===== config.mk =====
export PLATFORM = sky130hd
export DESIGN_NAME = xssm_lane
export DESIGN_NICKNAME = d
export VERILOG_FILES = /design/src/hdl/xssm_pkg.sv /design/src/hdl/xssm_lane.sv
export SDC_FILE = /design/constraint.sdc
export NUM_CORES = 1
export LEC_CHECK = 0
export BUFFER_PORTS_ARGS = -buffer_cell sky130_fd_sc_hd__buf_2
export CORE_AREA = 2 2 125 127
export DETAILED_ROUTE_END_ITERATION = 16
export DIE_AREA = 0 0 127 129
export PLACE_DENSITY = 0.72
export SYNTH_ARGS = -nofsm -noshare
export SYNTH_HDL_FRONTEND = slang
export SYNTH_SLANG_ARGS = --single-unit

===== constraint.sdc =====
create_clock -name vclk -period 1.9
set_input_delay 0.19 -clock vclk [all_inputs]
set_output_delay 0.19 -clock vclk [all_outputs]
set_load 0.01 [all_outputs]

===== src/hdl/xssm_pkg.sv =====
`timescale 1ns / 1ps

package xssm_pkg;

  localparam int WORDS        = 1024;
  localparam int INDEX_W      = $clog2(WORDS);
  localparam int ADDR_W       = 13;
  localparam int OFFSET_W     = 3;
  localparam int DATA_W       = 64;
  localparam int SHIFT_W      = $clog2(DATA_W);

  localparam logic [DATA_W-1:0] MASK_RESET = 64'h0102_0304_0506_0708;

  localparam logic OP_LOAD  = 1'b0;
  localparam logic OP_STORE = 1'b1;

  localparam logic [1:0] SIZE_1 = 2'd0;
  localparam logic [1:0] SIZE_2 = 2'd1;
  localparam logic [1:0] SIZE_4 = 2'd2;
  localparam logic [1:0] SIZE_8 = 2'd3;

  function automatic logic [DATA_W-1:0] size_mask(input logic [1:0] size);
    logic [DATA_W-1:0] m;
    case (size)
      SIZE_1:  m = 64'h0000_0000_0000_00ff;
      SIZE_2:  m = 64'h0000_0000_0000_ffff;
      SIZE_4:  m = 64'h0000_0000_ffff_ffff;
      default: m = 64'hffff_ffff_ffff_ffff;
    endcase
    return m;
  endfunction

endpackage


===== src/hdl/xssm_lane.sv =====
`timescale 1ns / 1ps

module xssm_lane (
  input  logic [xssm_pkg::DATA_W-1:0]   stored_word,
  input  logic [xssm_pkg::DATA_W-1:0]   mask,
  input  logic [1:0]                    access_size,
  input  logic [xssm_pkg::OFFSET_W-1:0] offset,
  input  logic [xssm_pkg::DATA_W-1:0]   write_value,
  output logic [xssm_pkg::DATA_W-1:0]   load_value,
  output logic [xssm_pkg::DATA_W-1:0]   store_word
);

  logic [xssm_pkg::DATA_W-1:0]  plain;
  logic [xssm_pkg::DATA_W-1:0]  m;
  logic [xssm_pkg::SHIFT_W-1:0] shift;
  logic [xssm_pkg::DATA_W-1:0]  merged;

  always_comb begin
    plain = stored_word ^ mask;
    m     = xssm_pkg::size_mask(access_size);
    if (access_size == xssm_pkg::SIZE_8) begin
      shift = '0;
    end else begin
      shift = {offset, 3'b000};
    end
    load_value = (plain >> shift) & m;
    // bytes shifted past the top of the word fall away
    if (access_size == xssm_pkg::SIZE_8) begin
      merged = write_value;
    end else begin
      merged = (plain & ~(m << shift)) | ((write_value & m) << shift);
    end
    store_word = merged ^ mask;
  end

endmodule


# After elaboration in Yosys (flattened, before gate mapping)
# Cells that the tools add are included.
# W data, S select, Z words.
# word_totals
ff_bits	0
inputBits	197
output_inout_bits	128
wordCells	17
# classes
eq_ne	3
shift	3
mux	3
n_bitwise	7
reduce_logical	1
# op_table
operator	count
$and A64 B64 Y64	3
$pmux W64 S3	1
$shl A64 B6 Y64	2
$xor A64 B64 Y64	2
$mux W64	1
$not A64 Y64	1
$or A64 B64 Y64	1
$shr A64 B6 Y64	1
$mux W6	1
$eq A2 B2 Y1 const B	2
$eq A2 B1 Y1 const B	1
$logic_not A2 Y1	1

# Depth between registers and ports, before layout
# depth
depth_word	8
ltp_mapped	10
ltp_nobuf	6

# Worst setup path before layout
# No wires, ideal clock.
# synth_path
kind	input port to output port
startpoint	input access_size[0]
endpoint	output store_word[62] in the netlist's numbering
arrival_time_ns	1.588
t_required_ns	1.710
slack_ns	0.122
path_stages	6
n_path_buf	1
path_cell_list	buf_6 > o21a_1 > mux2_2 > mux2_4 > a22o_1 > a211oi_1
# synth_between
elab_chain_len	8
word_cells_on_any_way	14
cone_classes	eq/ne (3); shift (2); mux (3); bitwise (5); reduce/logical (1)
# synth_lines
element	line_no	source
from (decl)	xssm_lane.sv:6	input logic [1:0] access_size,
$eq A2 B2 Y1, or another cell as far along	xssm_pkg.sv:24	case (size)
$pmux W64 S3 or $mux W6 (tied branches)	xssm_pkg.sv:24, xssm_lane.sv:21	
$shl A64 B6 Y64	xssm_lane.sv:31	merged = (plain & ~(m << shift)) | ((write_value & m) << shift);
$not A64 Y64	xssm_lane.sv:31	
$and A64 B64 Y64	xssm_lane.sv:31	
$or A64 B64 Y64	xssm_lane.sv:31	
$mux W64 *	xssm_lane.sv:28	if (access_size == xssm_pkg::SIZE_8) begin
$xor A64 B64 Y64 *	xssm_lane.sv:33	store_word = merged ^ mask;
to (decl)	xssm_lane.sv:10	output logic [xssm_pkg::DATA_W-1:0] store_word
# Every way passes the cells marked *; elsewhere a longest branch is shown, timed or not.

# Worst setup path after layout
# layout_path
startpoint	input access_size[1]
endpoint	output store_word[48] in the netlist's numbering
# Same word-level chain as after synthesis.

==> metrics <==
IO buf count 325; worst slew pin tran approximately 0.74 ns; minimum clock period 2.48 ns; CP max FO 5; core footprint 15000 sq um; worst path arrival time ~2.3 ns; initial antenna violation count 0; Layout clock buffers 0; total congestion overflow 0; Final Cycle Share 1.30; simple-gate share of the synthesized area 0.272; CP cell instances buf_12 -> buf_6 -> nor2b_4 -> buf_6 -> a32oi_2 -> o2bb2ai_2 -> a222oi_1 -> buf_4 -> a21oi_2 -> xor2_2 -> buf_2; Post-Syn Nets 1135; pwr dens 371 nW/um^2; Die X 127 um; Tot GR Track Use 0.453; final slew viol count 0; RD Place Congestion 1.01; synthesis-to-layout area growth 118%; adder-cell share of the synthesized area 0; DR iter-0 viols approximately 1900; Leak Pwr 5.57 nW; Most common cell on crit path buf_6; Via Count 11800; Max stage delay on crit path 0.49 ns; DP HPWL 29700 um; Hold-fix buffers, CTS 0; register area share after synthesis 0; FMAX roughly 0.40 GHz; Die ar. 16400 sq um; layout cells sized above 1 0.661; failing checks negative setup slack; Final WS setup -0.578 ns; Antenna Cells 0; vias in the first global route 9904; Routed WL 46900 um; largest net degree at the start of global routing 37; critical path's slowest cell a222oi_1; cell count after placement 1594; synth unique cells 70; final instance area 12800 sq um; Hold WC Path Type in -> out; mux share of post-synthesis cell area 0.0749; startpoint types input port; worst setup path category in -> out; largest family of logic cells by synthesized area compound AO/OA/AOI/OAI gates; sequential cells 0; syn_area_per_cell ~6.3 sq um; crit end category primary output; Die Ht roughly 130 um; drt wl/cell 27.6 um; first-pass GRT wire length about 58000 um; Worst Setup SP access_size[1]; DRC 0; Synth Area in XOR/XNOR 0.134; Initial Util 0.394; Detail Route Antenna Nets 0; vias per inst 6.95; WP buf/inv 5; peak supply drop 249 uV; num ports 325; final setup fails 88; status finished with violations; nets@finish 1709; Yosys Warn Count 0; site row count 45; placed cell area 9160 sq um; TritonRoute pass-1 iters 8; Register Area 0 sq um; Worst path top cell family by delay compound AO/OA/AOI/OAI gates; mapped cell area 5900 sq um; Cells after Synth around 940; total of max-cap violations 0; unrepaired setup endpoints after global routing yes; Slew HR 0.506; final hold vios 0; Final Non-Filler Cells 1698; Critical Path RT 1.71 ns; Synth Area in Compound Gates 0.430; hold_sp mask[53]
-- placed cells by master, fill, tap and decap left out, types with 9 or more instances in the layout --
cell	Yosys	layout
o21ai_0	53	22
o211ai_1	10	10
xor2_1	40	39
buf_2	46	318
buf_12	0	28
buf_8	0	13
a22o_1	15	10
buf_6	13	73
o22ai_1	19	9
nand2_1	68	50
nor2_4	0	21
and2_1	23	20
nand2_2	1	12
nor3_2	2	23
nor2_2	2	25
o22a_1	10	10
a211oi_2	0	27
o21ai_1	11	14
xnor2_1	50	48
o21ai_2	0	21
a211oi_1	44	16
buf_4	8	210
mux2i_1	19	10
a21oi_1	89	39
a21oi_4	0	16
a21oi_2	7	41
nor2_1	158	114
nor3_1	53	29
-- Yosys cell counts, types with 4 or more instances --
master / n / area, sq um
o21ai_1: 11 / 55.1
clkbuf_1: 16 / 60.1
a32oi_1: 11 / 96.3
nor3_1: 53 / 265
nor3b_1: 6 / 45.0
buf_6: 13 / 146
o311ai_1: 4 / 35.0
a22o_1: 15 / 131
a221oi_1: 10 / 87.6
o32ai_1: 10 / 87.6
a31oi_1: 6 / 37.5
o22a_1: 10 / 87.6
o31a_1: 8 / 70.1
buf_4: 8 / 60.1
xor2_1: 40 / 350
nor2b_1: 10 / 62.6
o21ai_0: 53 / 265
o21a_1: 5 / 37.5
o211ai_1: 10 / 75.1
nor2_1: 158 / 593
a21oi_1: 89 / 445
and2_1: 23 / 144
buf_2: 46 / 230
mux2_2: 7 / 78.8
a21oi_2: 7 / 61.3
o22ai_1: 19 / 119
a211oi_1: 44 / 330
a222oi_1: 5 / 50.1
mux2i_1: 19 / 190
xnor2_1: 50 / 438
o31ai_1: 6 / 45.0
nand2_1: 68 / 255
o2111ai_1: 6 / 52.6
mux2_4: 4 / 60.1
a22oi_1: 8 / 60.1
mux4_2: 5 / 113
o2bb2ai_1: 8 / 70.1
nand2b_1: 10 / 62.6
-- path summary, 6_finish.rpt --
check | cells after the start | endpoint | slack (ns)
worst max-delay path | 11 | store_word[48] | -0.58
worst min-delay path | 3 | store_word[53] | 0.67
-- metrics by stage --
step	total power [mW]	TNS (ns)	utilization	hold slack (ns)	setup WS, ns
final	4.76	-13.59	0.857	0.673	-0.578
after global routing	4.87	-15.83	0.857	0.682	-0.568
after CTS	3.90	-6.07	0.751	0.673	-0.241
after detailed placement	3.23	-25.38	0.612	0.673	-0.505
after global placement	3.22	-22.95	0.612	0.669	-0.465
after floorplan	1.61	0	-	0.460	0.122
-- report_power, final --
part / internal [mW] / total [mW] / switching, mW / leakage [nW]
Clock: 0 / 0 / 0 / 0
Combinational: 2.16 / 4.76 / 2.60 / 5.57
Sequential: 0 / 0 / 0 / 0
-- kinds of logic (layout without fill, tap and decap cells) --
kind of cell / count (synthesis) / in the layout
buffers and inverters: 91 / 662
AND/OR/NAND/NOR: 353 / 353
multiplexers: 35 / 35
AO/OA/AOI/OAI: 369 / 370
XOR/XNOR: 90 / 90
-- routing by layer --
metal / GRT usage / wire length (um)
met1: 0.605 / 15700
met2: 0.723 / 20000
met4: 0.196 / 4360
met5: 0 / 0
met3: 0.0723 / 6960
-- what timing repair did --
item / CTS / global route
pin swaps: 167 / 139
gates cloned: 9 / 8
setup endpoints to repair: 90 / 88
resized for setup: 344 / 254
setup buffers: 62 / 53
-- cell type report --
type / count / area [sq um]
inverters: 6 / 27.5
fillers: 850 / 2150
multi-input cells: 848 / 7450
repair buffers: 656 / 5120
well taps: 188 / 235
(Power assumes the default switching activity.)
